--- config.mk ---
export PLATFORM = sky130hd
export DESIGN_NAME = thread_round_robin_barrier_scheduler_unit_flat
export DESIGN_NICKNAME = d
export VERILOG_FILES = /design/src/rtl/trrb_pkg.sv /design/src/rtl/trrb_if.sv /design/src/rtl/thread_round_robin_barrier_scheduler_unit.sv /design/src/rtl/trrb_apb_regs.sv /design/src/rtl/trrb_rr_search.sv /design/src/rtl/trrb_sched_core.sv /design/src/flat_wrapper.sv
export SDC_FILE = /design/constraint.sdc
export NUM_CORES = 1
export LEC_CHECK = 0
export BUFFER_PORTS_ARGS = -buffer_cell sky130_fd_sc_hd__buf_2
export CORE_MARGIN = 2
export CORE_UTILIZATION = 54
export CTS_CLUSTER_DIAMETER = 50
export CTS_CLUSTER_SIZE = 24
export DETAILED_ROUTE_END_ITERATION = 12
export PLACE_DENSITY = 0.83
export SETUP_SLACK_MARGIN = 0.2
export SYNTH_ARGS = -nofsm -noshare
export SYNTH_HDL_FRONTEND = slang
export SYNTH_HIERARCHICAL = 1
export SYNTH_SLANG_ARGS = --single-unit
--- constraint.sdc ---
create_clock -name clk -period 3.7 [get_ports clk]
set_input_delay 0.925 -clock clk [delete_from_list [all_inputs] [get_ports clk]]
set_output_delay 0.925 -clock clk [all_outputs]
set_load 0.02 [all_outputs]
--- src/rtl/trrb_pkg.sv ---
// ----------------------------------------------------------------------------
// trrb_pkg
// Shared types and constants for the round-robin barrier scheduler.
// ----------------------------------------------------------------------------
package trrb_pkg;

    localparam int MAX_THREADS = 32;
    localparam int TID_W       = $clog2(MAX_THREADS);
    localparam int PICK_W      = $clog2(MAX_THREADS + 1);
    localparam int CNT_W       = 6;
    localparam int APB_DW      = 32;
    localparam int APB_AW      = 3;

    typedef enum logic [1:0] {
        KIND_PICK    = 2'd0,
        KIND_BLOCK   = 2'd1,
        KIND_FINISH  = 2'd2,
        KIND_RESTART = 2'd3
    } kind_t;

    typedef enum logic {
        REG_SCHED_MODE   = 1'b0,
        REG_THREAD_COUNT = 1'b1
    } reg_idx_t;

    typedef logic [MAX_THREADS-1:0] mask_t;

    typedef struct packed {
        kind_t            kind;
        logic [TID_W-1:0] thread_id;
    } evt_t;

    typedef struct packed {
        logic [TID_W-1:0] chosen_thread;
        logic             barrier_wake;
        logic             none_live;
    } res_t;

    typedef struct packed {
        logic             sched_mode;
        logic [CNT_W-1:0] thread_count;
    } cfg_t;

    typedef struct packed {
        mask_t live;
        mask_t active;
    } sts_t;

endpackage

--- src/rtl/trrb_if.sv ---
// ----------------------------------------------------------------------------
// trrb_evt_if / trrb_res_if
// Valid/ready channels for scheduler events and results.
// ----------------------------------------------------------------------------
interface trrb_evt_if;
    import trrb_pkg::*;

    logic             valid;
    logic             ready;
    logic [1:0]       kind;
    logic [TID_W-1:0] thread_id;

    modport source (output valid, output kind, output thread_id, input ready);
    modport sink   (input valid, input kind, input thread_id, output ready);
endinterface

interface trrb_res_if;
    import trrb_pkg::*;

    logic             valid;
    logic             ready;
    logic [TID_W-1:0] chosen_thread;
    logic             barrier_wake;
    logic             none_live;

    modport source (output valid, output chosen_thread, output barrier_wake,
                    output none_live, input ready);
    modport sink   (input valid, input chosen_thread, input barrier_wake,
                    input none_live, output ready);
endinterface

--- src/rtl/thread_round_robin_barrier_scheduler_unit.sv ---
// ----------------------------------------------------------------------------
// thread_round_robin_barrier_scheduler_unit
// Round-robin thread scheduler with barrier release, APB configured.
// ----------------------------------------------------------------------------
// One event is taken per clock while results are accepted. An event register
// feeds the scheduler state update and the result register in the same cycle,
// so a transferred event passes through the event register and then the result
// register before its result is presented. The sustained rate is one event per
// cycle while results are accepted, set by the combinational masked priority
// encoder over the active mask that updates the pick. Results wait in the result
// register while a further event is still taken into the event register. No
// clearing pass follows reset.
module thread_round_robin_barrier_scheduler_unit (
    input  logic                         clk,
    input  logic                         rst_n,
    trrb_evt_if.sink                     evt,
    trrb_res_if.source                   res,
    input  logic                         psel,
    input  logic                         penable,
    input  logic                         pwrite,
    input  logic [trrb_pkg::APB_AW-1:0]  paddr,
    input  logic [trrb_pkg::APB_DW-1:0]  pwdata,
    output logic [trrb_pkg::APB_DW-1:0]  prdata,
    output logic                         pready
);
    import trrb_pkg::*;

    cfg_t  cfg;
    evt_t  evt_reg;
    logic  in_vld_reg;
    res_t  out_reg;
    logic  out_vld_reg;
    res_t  core_res;
    sts_t  sts;
    logic  adv;
    logic  take;

    trrb_apb_regs u_regs (
        .clk     (clk),
        .rst_n   (rst_n),
        .psel    (psel),
        .penable (penable),
        .pwrite  (pwrite),
        .paddr   (paddr),
        .pwdata  (pwdata),
        .prdata  (prdata),
        .pready  (pready),
        .cfg     (cfg)
    );

    assign adv       = in_vld_reg && (!out_vld_reg || res.ready);
    assign evt.ready = !in_vld_reg || adv;
    assign take      = evt.valid && evt.ready;

    trrb_sched_core u_core (
        .clk   (clk),
        .rst_n (rst_n),
        .fire  (adv),
        .evt   (evt_reg),
        .cfg   (cfg),
        .res   (core_res),
        .sts   (sts)
    );

    always_ff @(posedge clk or negedge rst_n)
    begin
        if (!rst_n)
        begin
            in_vld_reg  <= 1'b0;
            out_vld_reg <= 1'b0;
        end
        else
        begin
            in_vld_reg <= take || (in_vld_reg && !adv);
            if (adv)
                out_vld_reg <= 1'b1;
            else if (res.ready)
                out_vld_reg <= 1'b0;
        end
    end

    always_ff @(posedge clk)
    begin
        if (take)
        begin
            evt_reg.kind      <= kind_t'(evt.kind);
            evt_reg.thread_id <= evt.thread_id;
        end
        if (adv)
            out_reg <= core_res;
    end

    assign res.valid         = out_vld_reg;
    assign res.chosen_thread = out_reg.chosen_thread;
    assign res.barrier_wake  = out_reg.barrier_wake;
    assign res.none_live     = out_reg.none_live;

    // a thread can only be active while it is live
    a_active_in_live: assert property (@(posedge clk) disable iff (!rst_n)
        (sts.active & ~sts.live) == '0)
        else $error("active thread that is not live");

    // a held event is never dropped while the result side stalls
    a_hold_evt: assert property (@(posedge clk) disable iff (!rst_n)
        (in_vld_reg && !adv) |=> in_vld_reg)
        else $error("pending event lost");

    // a transfer out of the event register always produces a result
    a_adv_out: assert property (@(posedge clk) disable iff (!rst_n)
        adv |=> out_vld_reg)
        else $error("result missing after advance");

    // a result cannot report both a barrier release and no live thread
    a_flags: assert property (@(posedge clk) disable iff (!rst_n)
        out_vld_reg |-> !(out_reg.barrier_wake && out_reg.none_live))
        else $error("conflicting result flags");

endmodule

--- src/rtl/trrb_apb_regs.sv ---
// ----------------------------------------------------------------------------
// trrb_apb_regs
// APB register file: scheduling mode and restart thread count.
// ----------------------------------------------------------------------------
module trrb_apb_regs (
    input  logic                         clk,
    input  logic                         rst_n,
    input  logic                         psel,
    input  logic                         penable,
    input  logic                         pwrite,
    input  logic [trrb_pkg::APB_AW-1:0]  paddr,
    input  logic [trrb_pkg::APB_DW-1:0]  pwdata,
    output logic [trrb_pkg::APB_DW-1:0]  prdata,
    output logic                         pready,
    output trrb_pkg::cfg_t               cfg
);
    import trrb_pkg::*;

    logic             mode_reg;
    logic [CNT_W-1:0] count_reg;
    logic             wr_en;
    reg_idx_t         idx;

    // registers sit on 4-byte boundaries
    assign idx    = reg_idx_t'(paddr[2]);
    assign pready = 1'b1;
    assign wr_en  = psel && penable && pwrite;

    always_ff @(posedge clk or negedge rst_n)
    begin
        if (!rst_n)
        begin
            mode_reg  <= 1'b0;
            count_reg <= CNT_W'(MAX_THREADS);
        end
        else if (wr_en)
        begin
            case (idx)
                REG_SCHED_MODE:   mode_reg  <= pwdata[0];
                REG_THREAD_COUNT: count_reg <= pwdata[CNT_W-1:0];
                default:          ;
            endcase
        end
    end

    always_comb
    begin
        case (idx)
            REG_SCHED_MODE:   prdata = APB_DW'(mode_reg);
            REG_THREAD_COUNT: prdata = APB_DW'(count_reg);
            default:          prdata = '0;
        endcase
    end

    assign cfg.sched_mode   = mode_reg;
    assign cfg.thread_count = count_reg;

endmodule

--- src/rtl/trrb_rr_search.sv ---
// ----------------------------------------------------------------------------
// trrb_rr_search
// Masked priority encoder: next active thread above the pick, else lowest.
// ----------------------------------------------------------------------------
module trrb_rr_search (
    input  trrb_pkg::mask_t                active,
    input  logic [trrb_pkg::PICK_W-1:0]    pick,
    output logic [trrb_pkg::TID_W-1:0]     next
);
    import trrb_pkg::*;

    mask_t            above;
    logic [TID_W-1:0] idx_hi;
    logic [TID_W-1:0] idx_lo;

    always_comb
    begin
        above  = '0;
        idx_hi = '0;
        idx_lo = '0;
        for (int i = 0; i < MAX_THREADS; i++)
            above[i] = active[i] && (PICK_W'(i) > pick);
        // walk down so the lowest set bit wins
        for (int i = MAX_THREADS - 1; i >= 0; i--)
        begin
            if (above[i])
                idx_hi = TID_W'(i);
            if (active[i])
                idx_lo = TID_W'(i);
        end
        next = (|above) ? idx_hi : idx_lo;
    end

endmodule

--- src/rtl/trrb_sched_core.sv ---
// ----------------------------------------------------------------------------
// trrb_sched_core
// Live/active masks and current pick; applies one event per advance.
// ----------------------------------------------------------------------------
module trrb_sched_core (
    input  logic            clk,
    input  logic            rst_n,
    input  logic            fire,
    input  trrb_pkg::evt_t  evt,
    input  trrb_pkg::cfg_t  cfg,
    output trrb_pkg::res_t  res,
    output trrb_pkg::sts_t  sts
);
    import trrb_pkg::*;

    mask_t             live_reg,   live_next;
    mask_t             active_reg, active_next;
    logic [PICK_W-1:0] pick_reg,   pick_next;
    mask_t             act_eff;
    mask_t             start_mask;
    logic [PICK_W-1:0] start_n;
    logic [TID_W-1:0]  rr_next;
    logic              keep;

    // barrier release: an empty active set reloads from live
    assign act_eff = (active_reg == '0) ? live_reg : active_reg;

    trrb_rr_search u_rr (
        .active (act_eff),
        .pick   (pick_reg),
        .next   (rr_next)
    );

    always_comb
    begin
        start_n = (cfg.thread_count > CNT_W'(MAX_THREADS)) ? PICK_W'(MAX_THREADS)
                                                           : PICK_W'(cfg.thread_count);
        for (int i = 0; i < MAX_THREADS; i++)
            start_mask[i] = PICK_W'(i) < start_n;

        keep = cfg.sched_mode && (pick_reg < PICK_W'(MAX_THREADS)) &&
               act_eff[pick_reg[TID_W-1:0]];

        live_next   = live_reg;
        active_next = active_reg;
        pick_next   = pick_reg;
        res         = '0;

        case (evt.kind)
            KIND_PICK:
            begin
                if (live_reg == '0)
                    res.none_live = 1'b1;
                else
                begin
                    res.barrier_wake  = (active_reg == '0);
                    active_next       = act_eff;
                    pick_next         = keep ? pick_reg : PICK_W'(rr_next);
                    res.chosen_thread = pick_next[TID_W-1:0];
                end
            end
            KIND_BLOCK:
                active_next[evt.thread_id] = 1'b0;
            KIND_FINISH:
            begin
                active_next[evt.thread_id] = 1'b0;
                live_next[evt.thread_id]   = 1'b0;
            end
            KIND_RESTART:
            begin
                live_next   = live_reg | start_mask;
                active_next = active_reg | start_mask;
                pick_next   = cfg.sched_mode ? '0 : start_n;
            end
            default: ;
        endcase
    end

    always_ff @(posedge clk or negedge rst_n)
    begin
        if (!rst_n)
        begin
            live_reg   <= '0;
            active_reg <= '0;
            pick_reg   <= '0;
        end
        else if (fire)
        begin
            live_reg   <= live_next;
            active_reg <= active_next;
            pick_reg   <= pick_next;
        end
    end

    assign sts.live   = live_reg;
    assign sts.active = active_reg;

endmodule

--- src/flat_wrapper.sv ---
// flat-port wrapper written by rule: the top's interface ports become plain ports
module thread_round_robin_barrier_scheduler_unit_flat import trrb_pkg::*;
  (clk, rst_n, psel, penable, pwrite, paddr, pwdata, prdata, pready, evt_valid, evt_kind, evt_thread_id, evt_ready, res_valid, res_chosen_thread, res_barrier_wake, res_none_live, res_ready);
  trrb_evt_if evt_i ();
  trrb_res_if res_i ();
  input  logic clk;
  input  logic rst_n;
  input  logic psel;
  input  logic penable;
  input  logic pwrite;
  input  logic [trrb_pkg::APB_AW-1:0] paddr;
  input  logic [trrb_pkg::APB_DW-1:0] pwdata;
  output logic [trrb_pkg::APB_DW-1:0] prdata;
  output logic pready;
  input wire logic [$bits(evt_i.valid)-1:0] evt_valid;
  input wire logic [$bits(evt_i.kind)-1:0] evt_kind;
  input wire logic [$bits(evt_i.thread_id)-1:0] evt_thread_id;
  output wire logic [$bits(evt_i.ready)-1:0] evt_ready;
  output wire logic [$bits(res_i.valid)-1:0] res_valid;
  output wire logic [$bits(res_i.chosen_thread)-1:0] res_chosen_thread;
  output wire logic [$bits(res_i.barrier_wake)-1:0] res_barrier_wake;
  output wire logic [$bits(res_i.none_live)-1:0] res_none_live;
  input wire logic [$bits(res_i.ready)-1:0] res_ready;
  assign evt_i.valid = evt_valid;
  assign evt_i.kind = evt_kind;
  assign evt_i.thread_id = evt_thread_id;
  assign evt_ready = evt_i.ready;
  assign res_valid = res_i.valid;
  assign res_chosen_thread = res_i.chosen_thread;
  assign res_barrier_wake = res_i.barrier_wake;
  assign res_none_live = res_i.none_live;
  assign res_i.ready = res_ready;
  thread_round_robin_barrier_scheduler_unit u_core (.clk(clk), .rst_n(rst_n), .evt(evt_i), .res(res_i), .psel(psel), .penable(penable), .pwrite(pwrite), .paddr(paddr), .pwdata(pwdata), .prdata(prdata), .pready(pready));
endmodule
; Word level (Yosys, flattened, before mapping)
; Cells that the tools add are included.
; W data, S select, Z words.
[classes]
n_eq_ne = 5
n_reduce_logical = 61
order_cmp = 69
bitwise = 7
n_mux = 82
[op_table]
columns = cell, n
row1 = $mux W5, 65
row2 = $pmux W32 S2, 2
row3 = $gt A5 B6 Y1 const A, 16
row4 = $lt A5 B6 Y1 const A, 16
row5 = $pmux W32 S3, 1
row6 = $and A32 B32 Y32, 2
row7 = $logic_not A32 Y1, 2
row8 = $mux W32, 2
row9 = $or A32 B32 Y32, 2
row10 = $gt A4 B6 Y1 const A, 8
row11 = $lt A4 B6 Y1 const A, 8
row12 = $logic_and A1 B1 Y1, 40
row13 = $not A32 Y32, 1
row14 = $reduce_or A32 Y1, 1
row15 = $gt A3 B6 Y1 const A, 4
row16 = $lt A3 B6 Y1 const A, 4
row17 = $mux W6, 4
row18 = $gt A1 B6 Y1 const A, 2
row19 = $gt A2 B6 Y1 const A, 2
row20 = $lt A1 B6 Y1 const A, 2
row21 = $lt A2 B6 Y1 const A, 2
row22 = $lt A5 B6 Y1 const B, 2
row23 = $pmux W6 S2, 1
row24 = $reduce_and A2 Y1, 4
row25 = 17 further kinds, 31
[word_totals]
output_inout_bits = 42
word_cells = 237
regBits = 93
inputBits = 49

; Longest topological paths before layout
[logic_depth]
word_depth = 39
depth_mapped = 18

; By module
; Netlist, hierarchy kept.
[by_module_without_submodules]
columns = mod, area_each_um2, n_inst, cells_each
row1 = trrb_sched_core, 5007.3, 1, 665
row2 = trrb_rr_search, 1430.1, 1, 233
row3 = trrb_apb_regs, 551.8, 1, 52
row4 = thread_round_robin_barrier_scheduler_unit, 524.3, 1, 22

; Least setup slack after synthesis
; No wires, ideal clock.
[synth_path]
path_type = flip-flop to flip-flop
start = register u_core.u_core.active_reg[5]
end = register u_core.u_core.pick_reg[1]
setup_ns = 0.124
setup_slack_ns = 0.139
required_time_ns = 3.576
t_arrival_ns = 3.437
stages_incl_launch_ff = 18
cell_sequence = dfrtp_1 -> nor4_1 -> nand4_1 -> buf_4 -> nor2_1 -> buf_2 -> buf_1 -> a21o_1 -> a21boi_0 -> a21oi_1 -> a41o_2 -> and4b_1 -> nand4bb_1 -> nor4_2 -> a2111o_1 -> a21oi_1 -> and4_1 -> nor3_1
[synth_via]
elab_cells_between_ends = 106
[synth_rtl]
columns = item, line_no
row1 = "start, declared", trrb_sched_core.sv:17  ; mask_t active_reg, active_next;
row2 = "start signal, assigned", trrb_sched_core.sv:90  ; active_reg <= active_next;
row3 = $logic_not A32 Y1 (*), trrb_sched_core.sv:26  ; assign act_eff = (active_reg == '0) ? live_reg : active_reg;
row4 = $mux W32 (*), trrb_sched_core.sv:26
row5 = net u_core.u_core.act_eff[12], trrb_sched_core.sv:19  ; mask_t act_eff;
row6 = $logic_and A1 B1 Y1, trrb_rr_search.sv:22  ; above[i] = active[i] && (PICK_W'(i) > pick);
row7 = $mux W5 (13 in a row), trrb_rr_search.sv:26  ; if (above[i])
row8 = $mux W5 (*), trrb_rr_search.sv:31  ; next = (|above) ? idx_hi : idx_lo;
row9 = net u_core.u_core.rr_next[1], trrb_sched_core.sv:22  ; logic [TID_W-1:0] rr_next;
row10 = $mux W6 (*), trrb_sched_core.sv:58  ; pick_next = keep ? pick_reg : PICK_W'(rr_next);
row11 = $mux W6 (*), trrb_sched_core.sv:52  ; if (live_reg == '0)
row12 = $pmux W6 S2 (*), trrb_sched_core.sv:49  ; case (evt.kind)
row13 = "end signal, assigned", trrb_sched_core.sv:91  ; pick_reg <= pick_next;
row14 = "end, declared", trrb_sched_core.sv:18  ; logic [PICK_W-1:0] pick_reg, pick_next;
; Mark *: on every way through the listed nets, which the timed path passes. The rest lies on a longest branch. The select of a mux whose other input is x is not followed.
; A chain may end at the register's enable or synchronous reset.

; Final worst setup path
[layout_path]
start = register u_core.u_core.active_reg[3]
end = register u_core.u_core.pick_reg[1]
[layout_via]
elab_cells_between_ends = 106
[layout_rtl]
columns = item, line_no
row1 = $logic_not A32 Y1 (*), trrb_sched_core.sv:26
row2 = $mux W32 (*), trrb_sched_core.sv:26
row3 = net u_core.u_core.act_eff[17], trrb_sched_core.sv:19
row4 = $logic_and A1 B1 Y1, trrb_rr_search.sv:22
row5 = $mux W5 (18 in a row), trrb_rr_search.sv:26
row6 = $mux W5 (*), trrb_rr_search.sv:31
row7 = net u_core.u_core.rr_next[1], trrb_sched_core.sv:22
row8 = $mux W6 (*), trrb_sched_core.sv:58
row9 = $mux W6 (*), trrb_sched_core.sv:52
row10 = $pmux W6 S2 (*), trrb_sched_core.sv:49
; Marked as above.

==> impl_metrics.env <==
export IMPL_outcome="completed"
export IMPL_critPathCaptureType="register"
export IMPL_portBuffers=35
export IMPL_ios=91
export IMPL_place_ws_ns=0.07882
export IMPL_drcViolationCount=0
export IMPL_cts_made_buffers=9
export IMPL_yosysSeqAreaShare_pct=31.92
export IMPL_grt_total_usage_pct=35.02
export IMPL_final_nets=1106
export IMPL_critPathRequiredTime_ns=3.94
export IMPL_netlist_area_leader_share_pct=25.98
export IMPL_diodes=0
export IMPL_path_max_fanout=9
export IMPL_placedCellCount=1201
export IMPL_rsz0062_at_grt="yes"
export IMPL_final_fill_count=1172
export IMPL_yosysMostFrequentCell="o21ai_0"
export IMPL_cts_tree="done"
export IMPL_skew_ns=0.009229
export IMPL_p_leak_nw=3.746
export IMPL_path_clk_slew_ns=0.07
export IMPL_drtPass1Iterations=7
export IMPL_instances_no_fill=1239
export IMPL_synth_cells=972
export IMPL_power_density_nw_per_um2=758.8
export IMPL_syn_area_um2=7513
export IMPL_dieArea_um2=14870
export IMPL_htree_levels=3
export IMPL_gr_total_overflow=0
export IMPL_vias_per_cell=6.944
export IMPL_antenna_found_initial=0
export IMPL_synth_cell_types=91
export IMPL_ys_warn_count=6
export IMPL_cap_viol_max_count=0
export IMPL_drt_first_iter_violations=1991
export IMPL_die_y_um=122.0
export IMPL_wl_mm=26.70
export IMPL_placed_cell_area_um2=8059
export IMPL_relSlewSlack_pct=32.34
export IMPL_clock_latency_ns=0.36
export IMPL_postRouteAntennaNets=0
export IMPL_dpl_hpwl_mm=18.87
export IMPL_ys_flop_type="dfrtp_1"
export IMPL_gp_congestion=1.010
export IMPL_wire_per_inst_um=21.55
export IMPL_cp_arrival_ns=3.84
export IMPL_layout_min_cycle_time_ns=3.595
export IMPL_synth_seq_cells=93
export IMPL_ys_top_cells_by_count="o21ai_0 (121), nor2_1 (86), a21oi_1 (85), nand2_1 (79), dfrtp_1 (78)"
export IMPL_synth_edf_count=14
export IMPL_finalWorstSetupSlack_ns=0.1048
export IMPL_max_freq_mhz=278.2
export IMPL_drive_above_1_share_pct=21.34
export IMPL_vias=8603
export IMPL_grt_pass1_wl_mm=40.21
export IMPL_hold_class="register to register"
export IMPL_cts_root_buf="clkbuf_16"
export IMPL_worstSetupStartpointType="register"
export IMPL_utilization_pct=63.98
export IMPL_rows=43
export IMPL_dieWidth_um=122.0
export IMPL_synth_top_cell_by_area="dfrtp_1"
export IMPL_cts_num_sinks=93
export IMPL_grt_pass1_vias=7534
export IMPL_peakVddDrop_mv=0.3870
export IMPL_slew_viol_final=0
export IMPL_initial_core_util_pct=54.77
export IMPL_postSynthAreaPerCell_um2=7.730
export IMPL_ys_top_cells_by_area="dfrtp_1 (26%), o21ai_0 (8.1%), a21oi_1 (5.7%)"
export IMPL_stdcell_area_um2=8777
export IMPL_worstMarginPinSlew_ns=1.015
export IMPL_async_flop_share_pct=84.95
export IMPL_cts_path_max_buffers=2
export IMPL_grt_max_degree=80
export IMPL_finalSetupViolations=0
export IMPL_syn_to_final_growth_pct=16.82
export IMPL_post_route_period_util_pct=97.17
export IMPL_critPathKind="register to register"
export IMPL_hold_viol_final=0
export IMPL_r2r_slack_ns=0.10
export IMPL_core_area_um2=13720
-- metal layers --
metal | wire, um | track usage, % | vias to the layer above
met5 | 0 | 0 | -
met4 | 1879 | 21.26 | 0
met3 | 3603 | 7.584 | 172
met2 | 11470 | 51.26 | 804
met1 | 9749 | 47.37 | 3934
li1 | - | - | 3693
-- metrics by stage --
step	hold WS, ns	setup TNS (ns)	power (W)
after floorplan	0.4920	0	0.004048
after global routing	0.5790	-0.004795	0.006989
final	0.5513	0	0.006660
after CTS	0.5445	0	0.006162
after global placement	0.5167	0	0.005123
after detailed placement	0.5304	0	0.005217
-- layout make-up --
| cell class | count | area (um^2) | area share (%) |
|---|---|---|---|
| multi-input combinational | 756 | 4717 | 53.74 |
| timing repair buffer | 129 | 897.1 | 10.22 |
| tap | 180 | 225.2 | 2.566 |
| inverter | 65 | 244.0 | 2.780 |
| clock inverter | 4 | 28.78 | 0.3279 |
| sequential | 93 | 2399 | 27.33 |
| clock buffer | 12 | 266.5 | 3.036 |
-- final timing paths --
| path | startpoint | end | cells after the start |
|---|---|---|---|
| setup / recovery | u_core/u_core/active_reg[3] | u_core/u_core/pick_reg[1] | 16 |
| hold / removal | u_core/u_core/active_reg[23] | u_core/u_core/active_reg[23] | 1 |
| setup reg to reg | u_core/u_core/active_reg[3] | u_core/u_core/pick_reg[1] | 16 |
| hold reg to reg | u_core/u_core/active_reg[23] | u_core/u_core/active_reg[23] | 1 |
| max in group asynchronous | rst_n | u_core/u_core/active_reg[2] | 1 |
| min in group asynchronous | rst_n | u_core/u_regs/mode_reg | 1 |
-- where the power goes --
| group | leakage, nW | internal [W] | switching, W |
|---|---|---|---|
| sequential | 1.04 | 0.00135 | 0.000475 |
| clock | 0.141 | 0.000512 | 0.000409 |
| combinational | 2.57 | 0.00159 | 0.00233 |
| total | 3.75 | 0.00345 | 0.00321 |
-- layout by cell type (no fill, tap or decap), drive strengths merged, types with 12 or more instances in the layout --
cell / count
a31oi: 14
a21oi: 85
nand2b: 16
and2: 18
clkbuf: 12
nand2: 79
buf: 129
conb: 27
nor2: 86
nand3: 14
a21o: 20
dfrtp: 78
nor4: 29
nor3: 27
inv: 66
o31ai: 29
edfxtp: 14
nor2b: 17
o21ai: 123
-- worst max-delay path: stages (launching register included) --
cell       delay [ns]
dfrtp_1          0.41
nor4_2           0.29
buf_4            0.16
nand4_1          0.24
nor2_2           0.22
buf_4            0.20
a21o_1           0.21
or2_2            0.15
o311ai_0         0.16
o22ai_1          0.31
a211oi_2         0.14
nand4bb_1        0.20
nor4_2           0.07
a2111o_1         0.34
a21oi_1          0.13
and4_1           0.20
nor3_1           0.05
-- cells by family (layout without fill, tap and decap cells) --
kind of cell | count (synthesis) | in the layout | share of synthesized area, %
AO/OA/AOI/OAI | 377 | 377 | 32.72
AND/OR/NAND/NOR | 334 | 334 | 22.83
buffers and inverters | 148 | 210 | 9.792
flip-flops | 93 | 93 | 31.92
multiplexers | 15 | 15 | 2.132
adder cells (fa/ha/maj) | 3 | 3 | 0.4996
other | 2 | 27 | 0.09995
-- repair_timing --
item                       in CTS  in global routing
setup endpoints to repair       3                  9
pin swaps                       0                 23
hold buffers                    0                  0
setup buffers                   0                 21
gates resized for setup         6                 48
gates cloned                    0                  1
(Power assumes the default switching activity.)
